`src/rtl/bmdt_pkg.sv`:
```
// ----------------------------------------------------------------------------
// Brushed motor drive tick: shared package
// Register indexes, reset values, gate codes and the structs passed between
// the front stage, the register file and the core.
// ----------------------------------------------------------------------------
package bmdt_pkg;

  // Timer period of the H-bridge PWM, 63..255.
  localparam int unsigned PERIOD_COUNT = 255;

  localparam int unsigned CFG_INDEX_W = 3;
  localparam int unsigned CFG_DATA_W  = 17;

  // Register indexes.
  localparam logic [CFG_INDEX_W-1:0] REG_BATTERY_SCALE        = 3'd0;
  localparam logic [CFG_INDEX_W-1:0] REG_UNDERVOLT_TRIP_MV    = 3'd1;
  localparam logic [CFG_INDEX_W-1:0] REG_UNDERVOLT_RELEASE_MV = 3'd2;
  localparam logic [CFG_INDEX_W-1:0] REG_OVERVOLT_TRIP_MV     = 3'd3;
  localparam logic [CFG_INDEX_W-1:0] REG_OVERVOLT_RELEASE_MV  = 3'd4;
  localparam logic [CFG_INDEX_W-1:0] REG_TIMEOUT_RELOAD       = 3'd5;
  localparam logic [CFG_INDEX_W-1:0] REG_EDGE_MARGIN          = 3'd6;

  // Reset values.
  localparam logic [15:0] RST_BATTERY_SCALE        = 16'd17815;
  localparam logic [16:0] RST_UNDERVOLT_TRIP_MV    = 17'd11200;
  localparam logic [16:0] RST_UNDERVOLT_RELEASE_MV = 17'd12320;
  localparam logic [16:0] RST_OVERVOLT_TRIP_MV     = 17'd17600;
  localparam logic [16:0] RST_OVERVOLT_RELEASE_MV  = 17'd15840;
  localparam logic [7:0]  RST_TIMEOUT_RELOAD       = 8'd100;
  localparam logic [5:0]  RST_EDGE_MARGIN          = 6'd8;

  // RC pulse window and center, in microseconds.
  localparam logic [15:0] RC_WIDTH_LOW    = 16'd750;
  localparam logic [15:0] RC_WIDTH_HIGH   = 16'd2250;
  localparam logic [16:0] RC_WIDTH_CENTER = 17'd1560;
  // floor(d * 256 / 300) = (d * RC_RECIP) >> RC_RECIP_SHIFT for d < 1024.
  localparam logic [19:0] RC_RECIP        = 20'd894785;
  localparam int unsigned RC_RECIP_SHIFT  = 20;

  localparam logic [16:0] MV_MAX = 17'd131071;

  // Gate patterns: bit0 lowA, bit1 lowB, bit2 highA, bit3 highB.
  localparam logic [3:0] GATES_FWD_DEAD = 4'd1;
  localparam logic [3:0] GATES_REV_DEAD = 4'd2;
  localparam logic [3:0] GATES_FWD_ON   = 4'd9;
  localparam logic [3:0] GATES_REV_ON   = 4'd6;
  localparam logic [3:0] GATES_LOW_BOTH = 4'd3;

  typedef struct packed {
    logic [15:0] battery_scale;
    logic [16:0] undervolt_trip_mv;
    logic [16:0] undervolt_release_mv;
    logic [16:0] overvolt_trip_mv;
    logic [16:0] overvolt_release_mv;
    logic [7:0]  timeout_reload;
    logic [5:0]  edge_margin;
  } cfg_t;

  // One tick after the front stage: converted voltage and link events.
  typedef struct packed {
    logic [16:0]        battery_mv;
    logic               rc_pulse_seen;
    logic               rc_in_window;
    logic signed [10:0] rc_ref;
    logic               bus_access_seen;
    logic signed [7:0]  bus_command;
  } tick_t;

endpackage

```
`src/rtl/bmdt_if.sv`:
```
// ----------------------------------------------------------------------------
// Brushed motor drive tick: channel interfaces
// Valid/ready channels for the tick word and the result word.
// ----------------------------------------------------------------------------
interface bmdt_in_if;
  logic               valid;
  logic               ready;
  logic [9:0]         adc_sample;
  logic               rc_pulse_seen;
  logic [15:0]        rc_width;
  logic               bus_access_seen;
  logic signed [7:0]  bus_command;

  modport source (output valid, output adc_sample, output rc_pulse_seen, output rc_width,
                  output bus_access_seen, output bus_command, input ready);
  modport sink (input valid, input adc_sample, input rc_pulse_seen, input rc_width,
                input bus_access_seen, input bus_command, output ready);
endinterface

interface bmdt_out_if;
  logic               valid;
  logic               ready;
  logic [3:0]         status_flags;
  logic signed [8:0]  drive_level;
  logic [16:0]        battery_mv;
  logic [7:0]         reload_first_phase;
  logic [7:0]         reload_second_phase;
  logic [3:0]         gates_dead;
  logic [3:0]         gates_first_phase;
  logic [3:0]         gates_second_phase;

  modport source (output valid, output status_flags, output drive_level, output battery_mv,
                  output reload_first_phase, output reload_second_phase, output gates_dead,
                  output gates_first_phase, output gates_second_phase, input ready);
  modport sink (input valid, input status_flags, input drive_level, input battery_mv,
                input reload_first_phase, input reload_second_phase, input gates_dead,
                input gates_first_phase, input gates_second_phase, output ready);
endinterface

```
`src/rtl/bmdt_cfg.sv`:
```
// ----------------------------------------------------------------------------
// Brushed motor drive tick: configuration registers
// Write-only register file; unknown indexes are ignored.
// ----------------------------------------------------------------------------
module bmdt_cfg (
  input  logic                             clk,
  input  logic                             rst,
  input  logic                             wr_en,
  input  logic [bmdt_pkg::CFG_INDEX_W-1:0] wr_index,
  input  logic [bmdt_pkg::CFG_DATA_W-1:0]  wr_data,
  output bmdt_pkg::cfg_t                   cfg
);
  import bmdt_pkg::*;

  always_ff @(posedge clk) begin
    if (rst) begin
      cfg.battery_scale        <= RST_BATTERY_SCALE;
      cfg.undervolt_trip_mv    <= RST_UNDERVOLT_TRIP_MV;
      cfg.undervolt_release_mv <= RST_UNDERVOLT_RELEASE_MV;
      cfg.overvolt_trip_mv     <= RST_OVERVOLT_TRIP_MV;
      cfg.overvolt_release_mv  <= RST_OVERVOLT_RELEASE_MV;
      cfg.timeout_reload       <= RST_TIMEOUT_RELOAD;
      cfg.edge_margin          <= RST_EDGE_MARGIN;
    end else if (wr_en) begin
      case (wr_index)
        REG_BATTERY_SCALE:        cfg.battery_scale        <= wr_data[15:0];
        REG_UNDERVOLT_TRIP_MV:    cfg.undervolt_trip_mv    <= wr_data;
        REG_UNDERVOLT_RELEASE_MV: cfg.undervolt_release_mv <= wr_data;
        REG_OVERVOLT_TRIP_MV:     cfg.overvolt_trip_mv     <= wr_data;
        REG_OVERVOLT_RELEASE_MV:  cfg.overvolt_release_mv  <= wr_data;
        REG_TIMEOUT_RELOAD:       cfg.timeout_reload       <= wr_data[7:0];
        REG_EDGE_MARGIN:          cfg.edge_margin          <= wr_data[5:0];
        default: ;
      endcase
    end
  end

endmodule

```
`src/rtl/bmdt_front.sv`:
```
// ----------------------------------------------------------------------------
// Brushed motor drive tick: input stage
// Registers the tick word together with the battery conversion (word and
// battery scale) and the RC pulse scaling (word alone).
// ----------------------------------------------------------------------------
module bmdt_front (
  input  logic                clk,
  input  logic                rst,
  bmdt_in_if.sink             tick_in,
  input  logic [15:0]         battery_scale,
  input  logic                take,
  output logic                tick_valid,
  output bmdt_pkg::tick_t     tick
);
  import bmdt_pkg::*;

  logic [25:0]        mv_prod;
  logic [16:0]        mv_sat;
  logic signed [16:0] rc_diff;
  logic [16:0]        rc_abs;
  logic [29:0]        rc_prod;
  logic [9:0]         rc_quot;
  logic signed [10:0] rc_ref_calc;
  logic               rc_window;

  assign tick_in.ready = !tick_valid || take;

  always_comb begin
    mv_prod = 26'(tick_in.adc_sample) * 26'(battery_scale);
    mv_sat  = mv_prod[25] ? MV_MAX : mv_prod[24:8];

    rc_window = (tick_in.rc_width > RC_WIDTH_LOW) && (tick_in.rc_width < RC_WIDTH_HIGH);
    rc_diff   = $signed({1'b0, tick_in.rc_width}) - $signed(RC_WIDTH_CENTER);
    rc_abs    = rc_diff[16] ? 17'(-rc_diff) : 17'(rc_diff);
    // Inside the window the distance from center is below 1024.
    rc_prod   = 30'(rc_abs[9:0]) * 30'(RC_RECIP);
    rc_quot   = rc_prod[29:RC_RECIP_SHIFT];
    // Truncation toward zero: scale the magnitude, then restore the sign.
    rc_ref_calc = rc_diff[16] ? -$signed({1'b0, rc_quot}) : $signed({1'b0, rc_quot});
  end

  always_ff @(posedge clk) begin
    if (rst) begin
      tick_valid <= 1'b0;
    end else if (tick_in.ready) begin
      tick_valid <= tick_in.valid;
    end
  end

  always_ff @(posedge clk) begin
    if (tick_in.ready && tick_in.valid) begin
      tick.battery_mv      <= mv_sat;
      tick.rc_pulse_seen   <= tick_in.rc_pulse_seen;
      tick.rc_in_window    <= rc_window;
      tick.rc_ref          <= rc_ref_calc;
      tick.bus_access_seen <= tick_in.bus_access_seen;
      tick.bus_command     <= tick_in.bus_command;
    end
  end

endmodule

```
`src/rtl/bmdt_core.sv`:
```
// ----------------------------------------------------------------------------
// Brushed motor drive tick: control core
// Hysteresis flags, link freshness counters, reference selection, slew
// limiting and H-bridge pattern generation, into the result register.
// ----------------------------------------------------------------------------
module bmdt_core (
  input  logic            clk,
  input  logic            rst,
  input  bmdt_pkg::cfg_t  cfg,
  input  logic            tick_valid,
  input  bmdt_pkg::tick_t tick,
  output logic            take,
  bmdt_out_if.source      tick_out
);
  import bmdt_pkg::*;

  localparam logic [8:0] PERIOD_9 = 9'(PERIOD_COUNT);

  // State carried between ticks. The RC width is held already scaled.
  logic               undervolt_flag;
  logic               overvolt_flag;
  logic [7:0]         rc_fresh_count;
  logic [7:0]         bus_fresh_count;
  logic               held_rc_window;
  logic signed [10:0] held_rc_ref;
  logic signed [7:0]  held_bus_command;
  logic signed [8:0]  current_level;

  logic               undervolt_flag_next;
  logic               overvolt_flag_next;
  logic [7:0]         rc_count_loaded;
  logic [7:0]         bus_count_loaded;
  logic [7:0]         rc_fresh_count_next;
  logic [7:0]         bus_fresh_count_next;
  logic               rc_warn;
  logic               bus_warn;
  logic               rc_window_next;
  logic signed [10:0] rc_ref_next;
  logic signed [7:0]  bus_command_next;
  logic signed [10:0] ref_sel;
  logic signed [8:0]  ref_clamped;
  logic signed [8:0]  current_level_next;
  logic [8:0]         level_abs;
  logic [15:0]        mag_prod;
  logic [15:0]        mag_sum;
  logic [7:0]         mag;
  logic [3:0]         dead;
  logic [3:0]         g0;
  logic [3:0]         g1;

  assign take = tick_valid && (!tick_out.valid || tick_out.ready);

  always_comb begin
    // Voltage flags: the clearing test comes last and wins.
    undervolt_flag_next = undervolt_flag;
    if (tick.battery_mv < cfg.undervolt_trip_mv) undervolt_flag_next = 1'b1;
    if (tick.battery_mv > cfg.undervolt_release_mv) undervolt_flag_next = 1'b0;
    overvolt_flag_next = overvolt_flag;
    if (tick.battery_mv > cfg.overvolt_trip_mv) overvolt_flag_next = 1'b1;
    if (tick.battery_mv < cfg.overvolt_release_mv) overvolt_flag_next = 1'b0;

    rc_count_loaded  = tick.rc_pulse_seen ? cfg.timeout_reload : rc_fresh_count;
    bus_count_loaded = tick.bus_access_seen ? cfg.timeout_reload : bus_fresh_count;
    rc_warn  = (rc_count_loaded == 8'd0);
    bus_warn = (bus_count_loaded == 8'd0);
    rc_fresh_count_next  = rc_warn ? 8'd0 : rc_count_loaded - 8'd1;
    bus_fresh_count_next = bus_warn ? 8'd0 : bus_count_loaded - 8'd1;

    rc_window_next   = tick.rc_pulse_seen ? tick.rc_in_window : held_rc_window;
    rc_ref_next      = tick.rc_pulse_seen ? tick.rc_ref : held_rc_ref;
    bus_command_next = tick.bus_access_seen ? tick.bus_command : held_bus_command;

    ref_sel = '0;
    if (!bus_warn) ref_sel = {{2{bus_command_next[7]}}, bus_command_next, 1'b0};
    if (!rc_warn && rc_window_next) ref_sel = rc_ref_next;
    if (undervolt_flag_next || overvolt_flag_next) ref_sel = '0;

    if (ref_sel > 11'sd255) ref_clamped = 9'sd255;
    else if (ref_sel < -11'sd255) ref_clamped = -9'sd255;
    else ref_clamped = ref_sel[8:0];

    // One step per tick toward the reference.
    if (ref_clamped > current_level) current_level_next = current_level + 9'sd1;
    else if (ref_clamped < current_level) current_level_next = current_level - 9'sd1;
    else current_level_next = current_level;

    level_abs = current_level_next[8] ? 9'(-current_level_next) : 9'(current_level_next);
    mag_prod  = 16'(level_abs[7:0]) * 16'(PERIOD_COUNT);
    // Exact division by 255 for products below 65535.
    mag_sum   = mag_prod + (mag_prod >> 8) + 16'd1;
    mag       = mag_sum[15:8];

    if (current_level_next[8]) begin
      dead = GATES_REV_DEAD;
      g0   = GATES_REV_ON;
    end else begin
      dead = GATES_FWD_DEAD;
      g0   = GATES_FWD_ON;
    end
    g1 = GATES_LOW_BOTH;
    if ({1'b0, mag} > PERIOD_9 - {3'b000, cfg.edge_margin}) begin
      dead = g0;
      g1   = g0;
    end
    if ({1'b0, mag} < {3'b000, cfg.edge_margin}) begin
      dead = g1;
      g0   = g1;
    end
  end

  always_ff @(posedge clk) begin
    if (rst) begin
      undervolt_flag   <= 1'b0;
      overvolt_flag    <= 1'b0;
      rc_fresh_count   <= '0;
      bus_fresh_count  <= '0;
      held_rc_window   <= 1'b0;
      held_rc_ref      <= '0;
      held_bus_command <= '0;
      current_level    <= '0;
      tick_out.valid   <= 1'b0;
    end else begin
      if (take) begin
        undervolt_flag   <= undervolt_flag_next;
        overvolt_flag    <= overvolt_flag_next;
        rc_fresh_count   <= rc_fresh_count_next;
        bus_fresh_count  <= bus_fresh_count_next;
        held_rc_window   <= rc_window_next;
        held_rc_ref      <= rc_ref_next;
        held_bus_command <= bus_command_next;
        current_level    <= current_level_next;
        tick_out.valid   <= 1'b1;
      end else if (tick_out.ready) begin
        tick_out.valid <= 1'b0;
      end
    end
  end

  always_ff @(posedge clk) begin
    if (take) begin
      tick_out.status_flags        <= {bus_warn, rc_warn, overvolt_flag_next,
                                       undervolt_flag_next};
      tick_out.drive_level         <= current_level_next;
      tick_out.battery_mv          <= tick.battery_mv;
      tick_out.reload_first_phase  <= ~mag;
      tick_out.reload_second_phase <= 8'(9'd255 - PERIOD_9 + {1'b0, mag});
      tick_out.gates_dead          <= dead;
      tick_out.gates_first_phase   <= g0;
      tick_out.gates_second_phase  <= g1;
    end
  end

endmodule

```
`src/rtl/brushed_motor_drive_tick_core.sv`:
```
// ----------------------------------------------------------------------------
// Brushed motor drive tick: top level
// Battery supervision, link timeouts, speed reference and H-bridge drive
// patterns, one result word per control tick word.
// ----------------------------------------------------------------------------
//   Channel    Dir  Handshake          Carries
//   tick_in    in   valid / ready      adc, RC pulse event, bus event
//   tick_out   out  valid / ready      flags, drive level, mV, reloads, gates
//   wr_*       in   wr_en only         register index and data, no read-back
//
// An accepted word passes through the input register (converter multiply, RC
// scaling) and then through the control core into the result register.
// A new word is accepted every cycle unless the result word is stalled; the
// throughput is set by the core's single pass through flags, counters and
// slew, which feeds its own state. During a stall the input register still
// takes one more word. Synchronous reset clears the state and both valid
// bits; registers reload their default values.
module brushed_motor_drive_tick_core (
  input  logic                             clk,
  input  logic                             rst,
  bmdt_in_if.sink                          tick_in,
  bmdt_out_if.source                       tick_out,
  input  logic                             wr_en,
  input  logic [bmdt_pkg::CFG_INDEX_W-1:0] wr_index,
  input  logic [bmdt_pkg::CFG_DATA_W-1:0]  wr_data
);
  import bmdt_pkg::*;

  cfg_t  cfg;
  tick_t tick;
  logic  tick_valid;
  logic  take;

  bmdt_cfg u_cfg (
    .clk      (clk),
    .rst      (rst),
    .wr_en    (wr_en),
    .wr_index (wr_index),
    .wr_data  (wr_data),
    .cfg      (cfg)
  );

  bmdt_front u_front (
    .clk           (clk),
    .rst           (rst),
    .tick_in       (tick_in),
    .battery_scale (cfg.battery_scale),
    .take          (take),
    .tick_valid    (tick_valid),
    .tick          (tick)
  );

  bmdt_core u_core (
    .clk        (clk),
    .rst        (rst),
    .cfg        (cfg),
    .tick_valid (tick_valid),
    .tick       (tick),
    .take       (take),
    .tick_out   (tick_out)
  );

endmodule

```
`src/flat_wrapper.sv`:
```
// flat-port wrapper written by rule: the top's interface ports become plain ports
module brushed_motor_drive_tick_core_flat import bmdt_pkg::*;
  (clk, rst, wr_en, wr_index, wr_data, tick_in_valid, tick_in_adc_sample, tick_in_rc_pulse_seen, tick_in_rc_width, tick_in_bus_access_seen, tick_in_bus_command, tick_in_ready, tick_out_valid, tick_out_status_flags, tick_out_drive_level, tick_out_battery_mv, tick_out_reload_first_phase, tick_out_reload_second_phase, tick_out_gates_dead, tick_out_gates_first_phase, tick_out_gates_second_phase, tick_out_ready);
  bmdt_in_if tick_in_i ();
  bmdt_out_if tick_out_i ();
  input  logic clk;
  input  logic rst;
  input  logic wr_en;
  input  logic [bmdt_pkg::CFG_INDEX_W-1:0] wr_index;
  input  logic [bmdt_pkg::CFG_DATA_W-1:0] wr_data;
  input wire logic [$bits(tick_in_i.valid)-1:0] tick_in_valid;
  input wire logic [$bits(tick_in_i.adc_sample)-1:0] tick_in_adc_sample;
  input wire logic [$bits(tick_in_i.rc_pulse_seen)-1:0] tick_in_rc_pulse_seen;
  input wire logic [$bits(tick_in_i.rc_width)-1:0] tick_in_rc_width;
  input wire logic [$bits(tick_in_i.bus_access_seen)-1:0] tick_in_bus_access_seen;
  input wire logic [$bits(tick_in_i.bus_command)-1:0] tick_in_bus_command;
  output wire logic [$bits(tick_in_i.ready)-1:0] tick_in_ready;
  output wire logic [$bits(tick_out_i.valid)-1:0] tick_out_valid;
  output wire logic [$bits(tick_out_i.status_flags)-1:0] tick_out_status_flags;
  output wire logic [$bits(tick_out_i.drive_level)-1:0] tick_out_drive_level;
  output wire logic [$bits(tick_out_i.battery_mv)-1:0] tick_out_battery_mv;
  output wire logic [$bits(tick_out_i.reload_first_phase)-1:0] tick_out_reload_first_phase;
  output wire logic [$bits(tick_out_i.reload_second_phase)-1:0] tick_out_reload_second_phase;
  output wire logic [$bits(tick_out_i.gates_dead)-1:0] tick_out_gates_dead;
  output wire logic [$bits(tick_out_i.gates_first_phase)-1:0] tick_out_gates_first_phase;
  output wire logic [$bits(tick_out_i.gates_second_phase)-1:0] tick_out_gates_second_phase;
  input wire logic [$bits(tick_out_i.ready)-1:0] tick_out_ready;
  assign tick_in_i.valid = tick_in_valid;
  assign tick_in_i.adc_sample = tick_in_adc_sample;
  assign tick_in_i.rc_pulse_seen = tick_in_rc_pulse_seen;
  assign tick_in_i.rc_width = tick_in_rc_width;
  assign tick_in_i.bus_access_seen = tick_in_bus_access_seen;
  assign tick_in_i.bus_command = tick_in_bus_command;
  assign tick_in_ready = tick_in_i.ready;
  assign tick_out_valid = tick_out_i.valid;
  assign tick_out_status_flags = tick_out_i.status_flags;
  assign tick_out_drive_level = tick_out_i.drive_level;
  assign tick_out_battery_mv = tick_out_i.battery_mv;
  assign tick_out_reload_first_phase = tick_out_i.reload_first_phase;
  assign tick_out_reload_second_phase = tick_out_i.reload_second_phase;
  assign tick_out_gates_dead = tick_out_i.gates_dead;
  assign tick_out_gates_first_phase = tick_out_i.gates_first_phase;
  assign tick_out_gates_second_phase = tick_out_i.gates_second_phase;
  assign tick_out_i.ready = tick_out_ready;
  brushed_motor_drive_tick_core u_core (.clk(clk), .rst(rst), .tick_in(tick_in_i), .tick_out(tick_out_i), .wr_en(wr_en), .wr_index(wr_index), .wr_data(wr_data));
endmodule
```
`config.mk`:
```
export PLATFORM = sky130hd
export DESIGN_NAME = brushed_motor_drive_tick_core_flat
export DESIGN_NICKNAME = d
export VERILOG_FILES = /design/src/rtl/bmdt_pkg.sv /design/src/rtl/bmdt_if.sv /design/src/rtl/bmdt_cfg.sv /design/src/rtl/bmdt_front.sv /design/src/rtl/bmdt_core.sv /design/src/rtl/brushed_motor_drive_tick_core.sv /design/src/flat_wrapper.sv
export SDC_FILE = /design/constraint.sdc
export NUM_CORES = 1
export LEC_CHECK = 0
export BUFFER_PORTS_ARGS = -buffer_cell sky130_fd_sc_hd__buf_2
export CORE_UTILIZATION = 45
export CTS_BUF_LIST = sky130_fd_sc_hd__clkbuf_16
export DETAILED_ROUTE_END_ITERATION = 10
export GPL_TIMING_DRIVEN = 0
export PLACE_DENSITY = 0.62
export SLEW_MARGIN = 0
export SYNTH_ARGS = -nofsm -noshare
export SYNTH_HDL_FRONTEND = slang
export SYNTH_SLANG_ARGS = --single-unit
```
`constraint.sdc`:
```
create_clock -name clk -period 16.7 [get_ports clk]
set_input_delay 1.67 -clock clk [delete_from_list [all_inputs] [get_ports clk]]
set_output_delay 1.67 -clock clk [all_outputs]
set_load 0.01 [all_outputs]
```
# Word-level counts from Yosys, hierarchy flattened

Index checks and enable logic that the tools add are counted.

Register bits after elaboration: 244
Input port bits: 61
Output and inout bits: 60

$add $sub $neg: 11
Multiply operators: 3
Order comparisons: 12
Equal/unequal tests: 6
Multiplexer cells: 29
Bitwise gates (word level): 1
Reductions and logical operators: 21

Operator list:

| cell                     | count |
|---|---|
| $mux W8                  | 6 |
| $mux W11                 | 4 |
| $mux W9                  | 4 |
| $gt A17 B17 Y1           | 2 |
| $lt A17 B17 Y1           | 2 |
| $mul A10 B20 Y30 const B | 1 |
| $mul A10 B16 Y26         | 1 |
| $mux W10                 | 2 |
| $mux W4                  | 5 |
| $sub A16 B11 Y17 const B | 1 |
| $add A16 B1 Y16 const B  | 1 |
| $add A16 B8 Y16          | 1 |
| $gt A16 B10 Y1 const B   | 1 |
| $logic_not A8 Y1         | 2 |
| $lt A16 B12 Y1 const B   | 1 |
| $mul A8 B8 Y16 const B   | 1 |
| $sub A8 B1 Y8 const B    | 2 |
| $reduce_and A2 Y1        | 7 |
| $gt A11 B9 Y1 const B    | 1 |
| $lt A11 B9 Y1 const B    | 1 |
| $neg A10 Y11             | 1 |
| $neg A10 Y10             | 1 |
| $add A9 B2 Y9 const B    | 1 |
| $eq A3 B3 Y1 const B     | 3 |
| other kinds (17)         | 31 |

# Logic depth before layout (Yosys ltp)

Depth after elaboration: 20
Gate-level depth with buffers: 61
Gate-level depth less buffers: 58

# Cells and area by module

A second synthesis with hierarchy kept.

Cell total of the unflattened synthesis: 2516
Area, all modules: 23188.5 µm²

By module, submodules not included:

| module     | instances | cells an instance | area each (µm²) |
|---|---|---|---|
| bmdt_core  | 1         | 1151              | 9768.1 |
| bmdt_front | 1         | 1000              | 9531.6 |
| bmdt_cfg   | 1         | 365               | 3888.7 |

# Least setup slack after synthesis

OpenSTA, ideal clock, no wires.

Path kind: reg2reg
Start point: reg, netlist name u_core.u_front.tick[21]
End point: reg u_core.u_core.tick_out.gates_second_phase[0] (data pin)
Library setup time: 0.272 ns
Arrival time: 12.145 ns
Required time: 16.428 ns
Setup slack: 4.283 ns
Stages on the path, launching flop included: 56
Path buffers: 4
Period minus slack after synthesis: 12.417 ns
Cells stage by stage: edfxtp_1 -> buf_1 -> mux2i_1 -> ha_1 -> o221ai_1 -> or2_2 -> clkbuf_1 -> nand2_1 -> clkbuf_1 -> nand3_1 -> o21ai_0 -> nor3_1 -> a31oi_1 -> o21ai_0 -> nor3_1 -> ha_1 -> a21oi_1 -> o21ai_1 -> [20 not listed] -> a211oi_1 -> nand2_1 -> o211ai_1 -> a32oi_1 -> or2_2 -> a31oi_1 -> nor2_1 -> xor2_1 -> ha_1 -> o21bai_1 -> a21oi_1 -> nor2_1 -> nor2_1 -> nor2_1 -> nor2_1 -> nor2_1 -> o21ai_0 -> or4_1

Longest elaborated chain between the ends: 19
Elaborated cells on any way between the ends: 24

Ends and longest elaborated chain:

| element                      | line             | source |
|---|---|---|
| $mux W8                      | bmdt_core.sv:62  | `rc_count_loaded = tick.rc_pulse_seen ? cfg.timeout_reload : rc_fresh_count;` |
| $logic_not A8 Y1             | bmdt_core.sv:64  | `rc_warn = (rc_count_loaded == 8'd0);` |
| $logic_not A1 Y1             | bmdt_core.sv:75  | `if (!rc_warn && rc_window_next) ref_sel = rc_ref_next;` |
| $logic_and A1 B1 Y1          | bmdt_core.sv:75  |  |
| $mux W11 (*)                 | bmdt_core.sv:75  |  |
| $mux W11 (*)                 | bmdt_core.sv:76  | `if (undervolt_flag_next \|\| overvolt_flag_next) ref_sel = '0;` |
| $lt A11 B9 Y1                | bmdt_core.sv:79  | `else if (ref_sel < -11'sd255) ref_clamped = -9'sd255;` |
| $mux W9                      | bmdt_core.sv:79  |  |
| [5 not listed]               | n/a              |  |
| $mux W8 (*)                  | bmdt_core.sv:87  | `level_abs = current_level_next[8] ? 9'(-current_level_next) : 9'(current_level_next);` |
| $mul A8 B8 Y16 (*)           | bmdt_core.sv:88  | `mag_prod = 16'(level_abs[7:0]) * 16'(PERIOD_COUNT);` |
| $add A16 B8 Y16 (*)          | bmdt_core.sv:90  | `mag_sum = mag_prod + (mag_prod >> 8) + 16'd1;` |
| $add A16 B1 Y16 (*)          | bmdt_core.sv:90  |  |
| net u_core.u_core.mag_sum[9] | bmdt_core.sv:45  | `logic [15:0] mag_sum;` |
| $gt A8 B9 Y1 (*)             | bmdt_core.sv:101 | `if ({1'b0, mag} > PERIOD_9 - {3'b000, cfg.edge_margin}) begin` |
| $mux W4 (*)                  | bmdt_core.sv:101 |  |
| net u_core.u_core.g1[0]      | bmdt_core.sv:49  | `logic [3:0] g1;` |
| end signal: assignment       | bmdt_core.sv:149 | `tick_out.gates_second_phase <= g1;` |
| end: declaration             | bmdt_if.sv:34    | `output gates_first_phase, output gates_second_phase, input ready);` |

The timed path passes the listed nets; every way through them passes the cells marked *.
A chain may end at the register's enable or synchronous reset.

# Final worst setup path

Start point: reg, netlist name u_core.u_front.tick[21]
End point: reg u_core.u_core.tick_out.gates_second_phase[1] (data pin)

Elaborated cells on any way between the ends: 24

RTL lines:

| element                                 | line             | source |
|---|---|---|
| $mux W8                                 | bmdt_core.sv:62  |  |
| $logic_not A8 Y1                        | bmdt_core.sv:64  |  |
| $logic_not A1 Y1                        | bmdt_core.sv:75  |  |
| $logic_and A1 B1 Y1                     | bmdt_core.sv:75  |  |
| $mux W11 (*)                            | bmdt_core.sv:75  |  |
| $mux W11 (*)                            | bmdt_core.sv:76  |  |
| $lt A11 B9 Y1                           | bmdt_core.sv:79  |  |
| $mux W9                                 | bmdt_core.sv:79  |  |
| [4 not listed]                          | n/a              |  |
| net u_core.u_core.current_level_next[8] | bmdt_core.sv:42  | `logic signed [8:0] current_level_next;` |
| $mux W8 (*)                             | bmdt_core.sv:87  |  |
| $mul A8 B8 Y16 (*)                      | bmdt_core.sv:88  |  |
| $add A16 B8 Y16 (*)                     | bmdt_core.sv:90  |  |
| $add A16 B1 Y16 (*)                     | bmdt_core.sv:90  |  |
| net u_core.u_core.mag_sum[9]            | bmdt_core.sv:45  |  |
| $gt A8 B9 Y1 (*)                        | bmdt_core.sv:101 |  |
| $mux W4 (*)                             | bmdt_core.sv:101 |  |
| net u_core.u_core.g1[1]                 | bmdt_core.sv:49  |  |

Marked as above.

==> impl_metrics.py <==
metrics = {
    "grt": {
        "grt_first_pass_wirelength_mm": 90.98,
        "grt_use_total_pct": 22.59,
        "overflow": 0,
        "grt_max_degree": 43,
        "grt_pass1_vias": 17650,
        "antenna_found_initial": 1,
    },
    "flow_run": {
        "cap_violations": 0,
    },
    "floorplanning": {
        "initial_core_util_pct": 45.90,
        "die_h_um": 223.4,
        "num_rows": 80,
        "die_w_um": 223.4,
        "io-pin-count": 121,
        "dieArea_sq_um": 49890,
        "core_region_area_sq_um": 48050,
    },
    "run_status": {
        "status": "finished, final reports clean",
    },
    "final_layout": {
        "areaGrowthSynthToFinish_pct": 9.923,
        "design_area_sq_um": 24240,
        "fin_nets": 3116,
        "drive_above_1_share_pct": 7.722,
        "nFillCells": 4533,
        "diodes": 0,
    },
    "hold_path": {
        "hp-start": "u_core.u_core.rc_fresh_count[0]$_SDFFE_PP0P_",
        "min_path_cells": 2,
        "hold_end": "u_core.u_core.rc_fresh_count[0]$_SDFFE_PP0P_",
        "hp-class": "reg -> reg",
    },
    "timing": {
        "slew_violations": 0,
        "period_needed_ns": 14.84,
        "fmaxAchievable_mhz": 67.37,
        "relSlewSlack_pct": 36.47,
        "setup-tns-final_ns": 0,
        "rsz0062_at_grt": "false",
        "hold_viol": 0,
        "setup_viol": 0,
        "worstMarginPinSlew_ns": 0.9461,
        "finalClockSkew_ns": 0.02399,
        "layout_worst_path_cycle_share_pct": 88.88,
        "holdWs_ns": 0.4512,
    },
    "clock_tree": {
        "post_cts_buffers": 0,
        "worstSkewPairLatency_ns": 0.56,
        "numCtsBuffers": 24,
        "post_cts_resized": 0,
        "clk_pin_slew_worst_paths_ns": 0.07,
        "cts-root-buf": "clkbuf_16",
        "clockBufferDepth": 3,
        "htree_num_levels": 1,
        "cts_hold_buf": 0,
        "cts_num_sinks": 240,
        "cts_tree": "yes",
    },
    "placed_design": {
        "placed_area_sq_um": 23460,
        "dp_hpwl_mm": 44.34,
        "gp_congestion": 0.9299,
        "io_buffers": 117,
    },
    "synth": {
        "synth.most_common_cell": "nand2_1",
        "yosys.area.top_type": "fa_1",
        "synth_warnings": 0,
        "synth_area_per_cell_sq_um": 8.994,
        "synthFlopType": "dfxtp_1",
        "synth_edf_count": 93,
        "synth_top_area_share_pct": 16.34,
        "synth.area.top_cells": "fa_1 16%, ha_1 16%, dfxtp_1 13%",
        "ys_seq_elements": 240,
        "yosys-top-cells-count": "353 x nand2_1, 335 x inv_1, 277 x ha_1",
        "syn_area_sq_um": 22050,
        "synth.net_count": 2970,
        "netlist-cell-type-count": 80,
        "synth_cells": 2452,
        "async_flop_share_pct": 0,
        "seq_area_frac_synth_pct": 26.01,
    },
    "critical_path": {
        "cp.buffers_inverters": 9,
        "rr_worst_depth": 59,
        "cp-start-kind": "flop",
        "worst_path_max_delay_cell": "xnor2_1",
        "required_ns": 16.99,
        "cp_top_family": "adder cells",
        "critPathMaxStageDelay_ns": 0.57,
        "critPathLaunch": "u_core.u_front.tick[21]$_DFFE_PP_",
        "crit_fanout": 10,
        "cp.arrival_ns": 15.13,
        "timing.rr.start": "u_core.u_front.tick[21]$_DFFE_PP_",
        "reg2reg_to": "u_core.u_core.tick_out.gates_second_phase[1]$_DFFE_PP_",
        "endpoint_kind": "flop",
        "crit_path_frequent_cell": "nor2_1",
        "worstSetupPathType": "reg -> reg",
        "r2r_setup_slack_ns": 1.86,
    },
    "routing": {
        "drt_iter0_drc": 938,
        "final_antenna_net_count": 0,
        "vias_per_cell": 5.383,
        "routed_wl_mm": 55.19,
        "post_drt_wl_per_cell_um": 17.08,
        "firstDrtPassIters": 5,
        "vias": 17390,
        "drc": 0,
    },
}
final cells by class:
type / count / area (sq um) / share of cell area [%]
Tap cell: 615 / 769.5 / 3.174
Multi-Input combinational cell: 1783 / 14700 / 60.64
Buffer: 89 / 350.3 / 1.445
Clock inverter: 20 / 178.9 / 0.7381
Timing Repair Buffer: 120 / 630.6 / 2.601
Inverter: 340 / 1276 / 5.265
Clock buffer: 24 / 600.6 / 2.478
Sequential cell: 240 / 5736 / 23.66
cell usage in the layout, fill, tap and decap left out, types with 22 or more instances in the layout:
master     Yosys  layout
nand3_1       46      46
a21oi_1      149     149
nand2_1      353     353
ha_1         277     277
buf_2          0     119
nor2_1       110     110
xor2_1        31      31
dfxtp_1      147     147
clkbuf_1      79      79
mux2i_1       29      29
fa_1         180     180
nor3_1        44      43
xnor2_1       67      67
a211o_1       22      22
and2_1        70      69
o21ai_0       79      79
inv_1        335     337
edfxtp_1      93      93
a21o_1        40      40
nand4_1       22      22
clkbuf_16      0      24
logic make-up after synthesis:
logic type                 after synthesis  synth area share, %
buffers and inverters                  429                7.370
xor gates and xnor gates               100                4.040
adders and majority gates              457                32.06
DFF                                    240                26.01
AOI/OAI and AO/OA                      424                12.41
muxes                                   41                1.929
and+or+nand+nor                        761                16.19
per-layer routing:
metal	GRT usage (%)	wire, um	vias up
li1	-	-	8506
met1	30.48	25530	8424
met2	39.07	26150	391
met3	2.055	2408	70
met4	5.391	1087	2
met5	0	13	-
per-stage QoR:
stage / std cells / worst slack (ns) / util (%)
detailed placement: 3187 / 1.949 / 48.82
floorplan: 2452 / 4.283 / -
CTS: 3231 / 1.912 / 50.44
finish: 3231 / 1.857 / 50.45
global route: 3231 / 0.5906 / 50.45
global placement: 3184 / 1.952 / 48.72
registers in the layout (all words and copies together), names as in the netlist:
register	count
u_core.u_core.tick_out.valid	1
u_core.u_core.tick_out.battery_mv	17
u_core.u_core.current_level	9
u_core.u_core.tick_out.status_flags	4
u_core.u_core.tick_out.gates_second_phase	2
u_core.u_core.overvolt_flag	1
u_core.u_core.rc_fresh_count	8
u_core.u_core.tick_out.drive_level	9
u_core.u_core.bus_fresh_count	8
u_core.u_core.undervolt_flag	1
u_core.u_core.tick_out.gates_first_phase	2
u_core.u_front.tick_valid	1
u_core.u_core.held_rc_ref	11
u_core.u_core.tick_out.reload_first_phase	8
u_core.u_core.held_bus_command	8
u_core.u_core.tick_out.gates_dead	4
u_core.u_cfg.cfg	98
u_core.u_front.tick	39
u_core.u_core.held_rc_window	1
u_core.u_core.tick_out.reload_second_phase	8
worst register-to-register path, delay by kind of cell, from the launching register on:
kind | cells | cell delay, ns
DFF | 1 | 0.41
buffers and inverters | 9 | 2.06
xor gates and xnor gates | 4 | 1.36
adders and majority gates | 9 | 3.79
and+or+nand+nor | 17 | 2.91
AOI/OAI and AO/OA | 19 | 3.68
muxes | 1 | 0.37
worst max-delay path by stage:
| stage | endpoint | cells after the start | slack [ns] |
|---|---|---|---|
| after floorplan | u_core.u_core.tick_out.gates_second_phase[0]$_DFFE_PP_ | 55 | 4.28 |
| after global placement | u_core.u_core.tick_out.gates_second_phase[1]$_DFFE_PP_ | 55 | 1.95 |
| after detailed placement | u_core.u_core.tick_out.gates_second_phase[0]$_DFFE_PP_ | 58 | 1.95 |
| after CTS | u_core.u_core.tick_out.gates_second_phase[1]$_DFFE_PP_ | 58 | 1.91 |
| after global routing | u_core.u_core.tick_out.gates_second_phase[1]$_DFFE_PP_ | 58 | 0.59 |
| final | u_core.u_core.tick_out.gates_second_phase[1]$_DFFE_PP_ | 59 | 1.86 |
Power is left out: the tool's default activity adds up to more than one toggle a clock period on the data nets, which glitch-free logic cannot reach.
